File: src/rtl/fss_pkg.sv
// Shared constants and types for the fuzzy signature scanner.
package fss_pkg;

    localparam int PATTERN_LEN = 32;
    localparam int HIST_DEPTH = PATTERN_LEN - 1;
    localparam int BYTE_W = 8;
    localparam int CNT_W = 25;
    localparam int OFFSET_W = 24;
    localparam int THRESH_W = 6;
    localparam int CFG_DATA_W = 64;
    localparam int CFG_INDEX_W = 3;
    localparam int WORD3_W = 56;

    localparam logic [CNT_W-1:0] MAX_REGION_BYTES = CNT_W'(25'd16777216);
    localparam logic [CNT_W-1:0] FULL_WINDOW_IDX = CNT_W'(HIST_DEPTH);

    localparam logic [CFG_INDEX_W-1:0] REG_PATTERN_WORD0 = 3'd0;
    localparam logic [CFG_INDEX_W-1:0] REG_PATTERN_WORD1 = 3'd1;
    localparam logic [CFG_INDEX_W-1:0] REG_PATTERN_WORD2 = 3'd2;
    localparam logic [CFG_INDEX_W-1:0] REG_PATTERN_WORD3 = 3'd3;
    localparam logic [CFG_INDEX_W-1:0] REG_LAST_BYTE = 3'd4;
    localparam logic [CFG_INDEX_W-1:0] REG_THRESHOLD = 3'd5;

    typedef logic [HIST_DEPTH-1:0][BYTE_W-1:0] hist_t;

    typedef struct packed {
        hist_t sig;
        logic [BYTE_W-1:0] last_byte;
        logic [THRESH_W-1:0] threshold;
    } cfg_t;

endpackage

File: src/rtl/fss_cfg.sv
// Configuration registers: signature words, last signature byte, threshold.
module fss_cfg (
    input  logic clk,
    input  logic rst_n,
    input  logic cfg_write,
    input  logic [fss_pkg::CFG_INDEX_W-1:0] cfg_index,
    input  logic [fss_pkg::CFG_DATA_W-1:0] cfg_data,
    output fss_pkg::cfg_t cfg
);

    logic [fss_pkg::CFG_DATA_W-1:0] word0_reg;
    logic [fss_pkg::CFG_DATA_W-1:0] word1_reg;
    logic [fss_pkg::CFG_DATA_W-1:0] word2_reg;
    logic [fss_pkg::WORD3_W-1:0] word3_reg;
    logic [fss_pkg::BYTE_W-1:0] last_byte_reg;
    logic [fss_pkg::THRESH_W-1:0] threshold_reg;

    always_ff @(posedge clk or negedge rst_n)
    begin
        if (!rst_n)
        begin
            word0_reg <= '0;
            word1_reg <= '0;
            word2_reg <= '0;
            word3_reg <= '0;
            last_byte_reg <= '0;
            threshold_reg <= fss_pkg::THRESH_W'(31);
        end
        else if (cfg_write)
        begin
            unique case (cfg_index)
                fss_pkg::REG_PATTERN_WORD0: word0_reg <= cfg_data;
                fss_pkg::REG_PATTERN_WORD1: word1_reg <= cfg_data;
                fss_pkg::REG_PATTERN_WORD2: word2_reg <= cfg_data;
                fss_pkg::REG_PATTERN_WORD3: word3_reg <= cfg_data[fss_pkg::WORD3_W-1:0];
                fss_pkg::REG_LAST_BYTE: last_byte_reg <= cfg_data[fss_pkg::BYTE_W-1:0];
                fss_pkg::REG_THRESHOLD: threshold_reg <= cfg_data[fss_pkg::THRESH_W-1:0];
                default: ;
            endcase
        end
    end

    assign cfg.sig = {word3_reg, word2_reg, word1_reg, word0_reg};
    assign cfg.last_byte = last_byte_reg;
    assign cfg.threshold = threshold_reg;

endmodule

File: src/rtl/fss_count.sv
// Window compare: counts equal byte positions and checks the threshold.
module fss_count (
    input  fss_pkg::hist_t window,
    input  logic [fss_pkg::BYTE_W-1:0] data_byte,
    input  fss_pkg::cfg_t cfg,
    output logic hit
);

    logic [fss_pkg::PATTERN_LEN-1:0] eq;
    logic [fss_pkg::THRESH_W-1:0] count;

    always_comb
    begin
        for (int j = 0; j < fss_pkg::HIST_DEPTH; j++)
        begin
            eq[j] = (window[fss_pkg::HIST_DEPTH-1-j] == cfg.sig[j]);
        end
        eq[fss_pkg::PATTERN_LEN-1] = (data_byte == cfg.last_byte);
    end

    assign count = fss_pkg::THRESH_W'($countones(eq));
    assign hit = (count >= cfg.threshold);

endmodule

File: src/rtl/fuzzy_signature_scan.sv
// A word accepted into the input register passes the window compare into the result register.
// Throughput: one input word per cycle, but a word with a result waits while the output stalls.
// The window compare is one parallel stage between the input and result registers.
// Reset clears config to defaults (threshold 31) and all region state; no clearing pass.
// Top level of the fuzzy signature scanner.
module fuzzy_signature_scan (
    input  logic clk,
    input  logic rst_n,
    input  logic cfg_write,
    input  logic [fss_pkg::CFG_INDEX_W-1:0] cfg_index,
    input  logic [fss_pkg::CFG_DATA_W-1:0] cfg_data,
    input  logic in_valid,
    output logic in_ready,
    input  logic [fss_pkg::BYTE_W-1:0] data_byte,
    input  logic region_end,
    output logic out_valid,
    input  logic out_ready,
    output logic found,
    output logic [fss_pkg::OFFSET_W-1:0] start_offset,
    output logic overflowed
);

    fss_pkg::cfg_t cfg;

    logic s1_valid_reg;
    logic [fss_pkg::BYTE_W-1:0] byte_reg;
    logic last_reg;

    fss_pkg::hist_t window_reg;
    logic [fss_pkg::CNT_W-1:0] seen_reg;
    logic reported_reg;
    logic overflow_reg;

    logic out_valid_reg;
    logic found_reg;
    logic [fss_pkg::OFFSET_W-1:0] offset_reg;
    logic overflowed_reg;

    logic count_hit;
    logic sat;
    logic hit;
    logic miss_end;
    logic has_result;
    logic out_free;
    logic advance;
    logic ovf_now;
    logic [fss_pkg::CNT_W-1:0] start_idx;

    fss_cfg u_cfg (
        .clk(clk),
        .rst_n(rst_n),
        .cfg_write(cfg_write),
        .cfg_index(cfg_index),
        .cfg_data(cfg_data),
        .cfg(cfg)
    );

    fss_count u_count (
        .window(window_reg),
        .data_byte(byte_reg),
        .cfg(cfg),
        .hit(count_hit)
    );

    assign sat = (seen_reg >= fss_pkg::MAX_REGION_BYTES);
    assign hit = !sat && !reported_reg && (seen_reg >= fss_pkg::FULL_WINDOW_IDX) && count_hit;
    assign miss_end = last_reg && !hit && !reported_reg;
    assign has_result = hit || miss_end;
    assign ovf_now = overflow_reg || sat;
    assign start_idx = seen_reg - fss_pkg::FULL_WINDOW_IDX;

    assign out_free = !out_valid_reg || out_ready;
    assign advance = s1_valid_reg && (!has_result || out_free);
    assign in_ready = !s1_valid_reg || advance;

    // input stage
    always_ff @(posedge clk or negedge rst_n)
    begin
        if (!rst_n)
        begin
            s1_valid_reg <= 1'b0;
        end
        else if (in_valid && in_ready)
        begin
            s1_valid_reg <= 1'b1;
        end
        else if (advance)
        begin
            s1_valid_reg <= 1'b0;
        end
    end

    always_ff @(posedge clk)
    begin
        if (in_valid && in_ready)
        begin
            byte_reg <= data_byte;
            last_reg <= region_end;
        end
    end

    // region state
    always_ff @(posedge clk or negedge rst_n)
    begin
        if (!rst_n)
        begin
            seen_reg <= '0;
            reported_reg <= 1'b0;
            overflow_reg <= 1'b0;
        end
        else if (advance)
        begin
            if (last_reg)
            begin
                seen_reg <= '0;
                reported_reg <= 1'b0;
                overflow_reg <= 1'b0;
            end
            else
            begin
                if (!sat)
                begin
                    seen_reg <= seen_reg + fss_pkg::CNT_W'(1);
                end
                overflow_reg <= ovf_now;
                reported_reg <= reported_reg || hit;
            end
        end
    end

    // history needs no clearing: no compare before a full window of the region
    always_ff @(posedge clk)
    begin
        if (advance)
        begin
            window_reg <= {window_reg[fss_pkg::HIST_DEPTH-2:0], byte_reg};
        end
    end

    // result register
    always_ff @(posedge clk or negedge rst_n)
    begin
        if (!rst_n)
        begin
            out_valid_reg <= 1'b0;
        end
        else if (advance && has_result)
        begin
            out_valid_reg <= 1'b1;
        end
        else if (out_ready)
        begin
            out_valid_reg <= 1'b0;
        end
    end

    always_ff @(posedge clk)
    begin
        if (advance && has_result)
        begin
            found_reg <= hit;
            offset_reg <= hit ? start_idx[fss_pkg::OFFSET_W-1:0] : '0;
            overflowed_reg <= ovf_now;
        end
    end

    assign out_valid = out_valid_reg;
    assign found = found_reg;
    assign start_offset = offset_reg;
    assign overflowed = overflowed_reg;

endmodule
File: config.mk
export PLATFORM = sky130hd
export DESIGN_NAME = fuzzy_signature_scan
export DESIGN_NICKNAME = d
export VERILOG_FILES = /design/src/rtl/fss_pkg.sv /design/src/rtl/fss_cfg.sv /design/src/rtl/fss_count.sv /design/src/rtl/fuzzy_signature_scan.sv
export SDC_FILE = /design/constraint.sdc
export NUM_CORES = 1
export LEC_CHECK = 0
export ABC_AREA = 1
export BUFFER_PORTS_ARGS = -buffer_cell sky130_fd_sc_hd__buf_2
export CAP_MARGIN = 15
export CORE_MARGIN = 2
export CORE_UTILIZATION = 55
export CTS_CLUSTER_SIZE = 10
export DETAILED_ROUTE_END_ITERATION = 16
export PLACE_DENSITY_LB_ADDON = 0.05
export SYNTH_ARGS = -nofsm -noshare
export SYNTH_HDL_FRONTEND = slang
export SYNTH_SLANG_ARGS = --single-unit
File: constraint.sdc
create_clock -name clk -period 35.5 [get_ports clk]
set_clock_uncertainty 0.1 [all_clocks]
set_input_delay 7.1 -clock clk [delete_from_list [all_inputs] [get_ports clk]]
set_output_delay 7.1 -clock clk [all_outputs]
set_load 0.05 [all_outputs]
== Word level (Yosys, flattened, before mapping) ==
Cells that the tools add are included.

* Register bits: 574
* Bits of input ports: 81
* Output and inout bits: 28
* Logic and storage cells: 159

* Add/subtract/negate cells: 33
* $lt $le $gt $ge: 3
* Equal/unequal tests: 38
* Muxes and demuxes: 8
* Reductions and logical operators: 30

{| class="wikitable"
|+ Operators by type and width
! cell !! number
|-
| == test 8 bit || 32
|-
| adder 6 bit || 15
|-
| 2-to-1 mux 25 bit || 2
|-
| adder 1 x 1 -> 2 bit || 16
|-
| adder 25 x 1 -> 25 bit, second input constant || 1
|-
| >= comparator 25 bit, second input constant || 1
|-
| >= comparator 25 x 5 -> 1 bit, second input constant || 1
|-
| subtractor 24 x 5 -> 24 bit, second input constant || 1
|-
| AND reduction 2 bit || 7
|-
| logical AND 1 bit || 8
|-
| == test 3 x 2 -> 1 bit, second input constant || 2
|-
| == test 3 bit, second input constant || 2
|-
| >= comparator 6 bit || 1
|-
| logical NOT 1 bit || 6
|-
| logical OR 1 bit || 6
|-
| 2-to-1 mux 1 bit || 6
|-
| nonzero test 2 bit || 2
|-
| == test 3 x 1 -> 1 bit, second input constant || 1
|-
| logical NOT 3 bit || 1
|-
| inequality test 2 bit, second input constant || 1
|}

== Logic depth before layout (Yosys ltp) ==
* Depth in word-level cells: 18
* Depth in mapped cells: 32
* Gate-level depth less buffers: 32

== Cells and area by module ==
From an unflattened synthesis, not the netlist that was laid out.

* Cells, all modules: 2800
* Area, all modules: 26277.7 µm²

{| class="wikitable"
|+ By module, submodules not included
! module !! times used !! cells each !! area an instance (µm²) !! seq. area each (µm²)
|-
| fuzzy_signature_scan || 1 || 728 || 11098.1 || 9223.8
|-
| fss_cfg || 1 || 1143 || 10229.8 || 6562.5
|-
| fss_count || 1 || 929 || 4949.7 || 0.0
|}

== Worst setup path after synthesis ==
Ideal clock, no wire load.

* Kind: input port to output port
* From: input out_ready
* To: output in_ready
* Data arrival time: 7.813 ns
* Data required time: 28.300 ns
* Path slack: 20.487 ns
* Stages on the path: 2
* Path buffers: 0
* Path through: nor2_1 -> nand3_1

* Word-level cells in the longest chain between the ends: 4

{| class="wikitable"
|+ Ends and longest elaborated chain
! element !! RTL line !! source
|-
| start: declaration || fuzzy_signature_scan.sv:17 || <nowiki>input logic out_ready,</nowiki>
|-
| logical OR 1 bit || fuzzy_signature_scan.sv:72 || <nowiki>assign out_free = !out_valid_reg || out_ready;</nowiki>
|-
| logical OR 1 bit || fuzzy_signature_scan.sv:73 || <nowiki>assign advance = s1_valid_reg && (!has_result || out_free);</nowiki>
|-
| logical AND 1 bit || fuzzy_signature_scan.sv:73 ||
|-
| logical OR 1 bit || fuzzy_signature_scan.sv:74 || <nowiki>assign in_ready = !s1_valid_reg || advance;</nowiki>
|-
| end: declaration || fuzzy_signature_scan.sv:13 || <nowiki>output logic in_ready,</nowiki>
|}

Every way passes these cells.

== Final worst setup path ==
* From: register window_reg[185] (netlist bit)
* To: output in_ready

* Word-level cells in the longest chain between the ends: 16

{| class="wikitable"
|+ Ends and longest elaborated chain
! element !! RTL line !! source
|-
| start: declaration || fuzzy_signature_scan.sv:29 || <nowiki>fss_pkg::hist_t window_reg;</nowiki>
|-
| start signal: assignment || fuzzy_signature_scan.sv:136 || <nowiki>window_reg <= {window_reg[fss_pkg::HIST_DEPTH-2:0], byte_reg};</nowiki>
|-
| == test 8 bit * || fss_count.sv:16 || <nowiki>eq[j] = (window[fss_pkg::HIST_DEPTH-1-j] == cfg.sig[j]);</nowiki>
|-
| adder 1 x 1 -> 2 bit (implied by the code) * || fss_count.sv:21 || <nowiki>assign count = fss_pkg::THRESH_W'($countones(eq));</nowiki>
|-
| adder 6 bit (implied by the code) * (4 in series) || fss_count.sv:21 ||
|-
| >= comparator 6 bit * || fss_count.sv:22 || <nowiki>assign hit = (count >= cfg.threshold);</nowiki>
|-
| logical AND 1 bit * || fuzzy_signature_scan.sv:66 || <nowiki>assign hit = !sat && !reported_reg && (seen_reg >= fss_pkg::FULL_WINDOW_IDX) && count_hit;</nowiki>
|-
| logical NOT 1 bit || fuzzy_signature_scan.sv:67 || <nowiki>assign miss_end = last_reg && !hit && !reported_reg;</nowiki>
|-
| logical AND 1 bit (2 in series) || fuzzy_signature_scan.sv:67 ||
|-
| logical OR 1 bit * || fuzzy_signature_scan.sv:68 || <nowiki>assign has_result = hit || miss_end;</nowiki>
|-
| logical NOT 1 bit * || fuzzy_signature_scan.sv:73 ||
|-
| logical OR 1 bit * || fuzzy_signature_scan.sv:73 ||
|-
| logical AND 1 bit * || fuzzy_signature_scan.sv:73 ||
|-
| logical OR 1 bit * || fuzzy_signature_scan.sv:74 ||
|}

Mark *: on every way between the ends. The rest lies on a longest branch, timed or not.

==> impl_results.md <==
- Cells after synthesis: 2269
- Seq cells post-synth: 574
- Maximum vdd drop: 0.0497 mV
- Critical Path RT: 28.30 ns
- Unrepaired setup endpoints after global routing: false
- Final hold violation count: 0
- Worst Setup EP: in_ready
- Total Nets Final: 2520
- Vias in the first global route: 16300
- Final period util: 0.424
- Count of final setup violators: 0
- Setup crit start kind: flop
- HPWL Detailed: 44900 microns
- CTS Sinks: 574
- R2r endpoint: window_reg[238]
- Post-synth EDFFs: 283
- CP max-delay cell: a2111oi_0
- DRC violations left: 0
- GRT Total Usage: 0.281
- Crit Path Class: flop to output pin
- Average size of a mapped cell: 11.0 sq um
- Synth cell types: 33
- Mapped Area: 24900 sq um
- Crit path capture type: output pin
- Ys flop type: dfrtp_1
- Total I/O pin count: 109
- TritonCTS Buffers: 68
- Core area: 44400 sq um
- Initial DRT Pass Iterations: 5
- CP Depth: 25
- Initial core utilization: 0.560
- CTS Buffer Depth: 3
- Synth warnings: 0
- Root Buffer: clkbuf_16
- Std-Cell Rows: 77
- Status: finished, final reports clean
- Worst rel slew slack: 0.227
- PostCTS Resize Cnt: 0
- Sequential area share after synthesis: 0.635
- Max-cap viol count: 0
- # port buffers: 108
- Clk_lat worst skew: 0.61 ns
- Top cells by area, synth: edfxtp_1 34%, dfrtp_1 29%, nand2_1 7.7%
- Die X: 217 microns
- Vias: 16400
- Ratio of cells with drive above 1 in the final layout: 0.115
- Most used cell, CP: fa_1
- Top cell type's share of synthesized area: 0.342
- Die height: 217 microns
- Most frequent cells in the layout: 507 x nand2_1, 286 x dfrtp_1, 283 x edfxtp_1, 272 x o21ai_0, 210 x inv_1
- Setup tns final: 0 ns
- Worst Tran Pin Value: 1.16 ns
- R2r setup slk: 26.00 ns
- Arr. time, crit path: 7.85 ns
- HP Class: flop to flop
- Setup bufs post-CTS: 0
- Power consumption: 1.69 mW
- Slew Viols, Final: 0
- Placer Congestion: 0.877
- Largest net degree at the start of global routing: 142
- WP buf/inv: 6
- FFs w/ async S/R, synth: 0.507
- Die area: 46900 sq um
- Reg clk slew, reported paths: 0.06 ns
- Worst Setup SP: window_reg[185]
- Via/cell ratio: 5.43
- Largest register FFs: 248
- CTS tree: built
- First-pass GRT wire length: 97200 microns
- R2R Path Start: window_reg[185]
- CP max FO: 20
- Cts hold-fix bufs: 0
- Fmax achieved: 66.4 MHz
- Register-to-Register Path Depth: 27
- Top delay family on crit path: adder cells
- Lkg Pwr: 12.2 nW
- Initial DRC count: 1317
- # diodes: 0
- Synthesis-to-finish area growth: 12.9%
- PD cells: 60.2 nW/um^2
- Synth area leader: edfxtp_1
- Final ANT Viol Nets: 0
- Global route overflow: 0
- Commonest non-fill, non-tap cell in the layout: nand2_1
- H-Tree Level Count: 3
- DR WL/cell: 21.0 microns
- Initial antenna violation count: 1
- Routed WL: 63500 microns
- Syn_nets: 2407
- Minimum clock period: 15.05 ns
- Max incr delay on CP: 0.91 ns
-- stage by stage --
step / setup slack (ns) / hold WS, ns / utilization / area (sq um) / std cells
global route: 20.07 / 0.350 / 0.632 / 28100 / 3028
detailed placement: 20.45 / 0.332 / 0.585 / 26000 / 2901
global placement: 20.46 / 0.334 / 0.585 / 26000 / 2901
floorplan: 20.49 / 0.326 / - / 24900 / 2269
finish: 20.45 / 0.344 / 0.632 / 28100 / 3028
CTS: 20.34 / 0.345 / 0.630 / 28000 / 3025
-- Yosys cell counts, types with 2 or more instances --
| cell type | number |
|---|---|
| nand3_1 | 22 |
| o21a_1 | 2 |
| nand2_1 | 509 |
| or2_2 | 58 |
| inv_1 | 211 |
| clkbuf_1 | 67 |
| nor2_1 | 124 |
| nand2_2 | 2 |
| nand4_1 | 85 |
| a21oi_1 | 17 |
| buf_2 | 9 |
| ha_1 | 31 |
| edfxtp_1 | 283 |
| xor2_1 | 31 |
| dfrtp_1 | 286 |
| dfstp_2 | 5 |
| o21ai_0 | 272 |
| xnor2_1 | 183 |
| fa_1 | 26 |
| a2111oi_0 | 13 |
| buf_6 | 2 |
| nor2_2 | 3 |
| nor4_1 | 9 |
| nor3_1 | 6 |
| o211ai_1 | 4 |
| inv_2 | 2 |
-- worst min path at each step --
| stage | startpoint | to | slack (ns) | cells past startpoint |
|---|---|---|---|---|
| after floorplan | byte_reg[0] | window_reg[0] | 0.33 | 0 |
| after global placement | window_reg[79] | window_reg[87] | 0.33 | 0 |
| after detailed placement | window_reg[0] | window_reg[8] | 0.33 | 0 |
| after CTS | window_reg[0] | window_reg[8] | 0.34 | 0 |
| after global routing | window_reg[0] | window_reg[8] | 0.35 | 0 |
| final | window_reg[0] | window_reg[8] | 0.34 | 0 |
-- worst reg2reg max path, cell delays in order (launching register included) --
cell       delay, ns
edfxtp_1        0.40
or2_2           0.29
a2111oi_0       0.91
ha_1            0.32
fa_1            0.43
inv_1           0.10
fa_1            0.42
inv_1           0.08
fa_1            0.43
fa_1            0.55
inv_1           0.06
fa_1            0.54
inv_1           0.06
ha_1            0.23
fa_1            0.40
nand3_1         0.10
nand2_1         0.06
ha_1            0.29
nand2_1         0.09
inv_1           0.05
a21oi_1         0.13
a21oi_1         0.08
nand2_1         0.60
nand2_2         0.21
nand2_4         0.34
nand2_1         0.27
inv_8           0.51
buf_4           1.00
-- layer usage --
layer  wire [microns]  vias up  GRT usage  share of wire
met2            29200      459      0.437           0.46
li1                 -     7731          -              -
met4             2630        0      0.124          0.041
met5                0        -          0              0
met3             3520      127     0.0486          0.055
met1            28100     8129      0.392           0.44
-- final cells by class --
class                           instances  area, sq um
Timing Repair Buffer                  121          721
Clock buffer                          118         1960
Sequential cell                       574        15800
Multi-Input combinational cell       1404         8000
Tap cell                              592          741
Inverter                              213          807
Clock inverter                          6         56.3
Fill cell                            3625        16300
-- report_power, final --
| group | internal [mW] | switching (mW) |
|---|---|---|
| Combinational | 0.0823 | 0.0990 |
| Sequential | 0.796 | 0.0753 |
| Clock | 0.375 | 0.263 |
| Total | 1.25 | 0.438 |
-- cells by family after synthesis --
logic type,share of synthesized area
xor+xnor,0.0754
buf+inv,0.0450
flops,0.635
simple gates,0.143
compound gates,0.0651
fa+ha+maj,0.0365
Power figures use the tool's default switching activity.
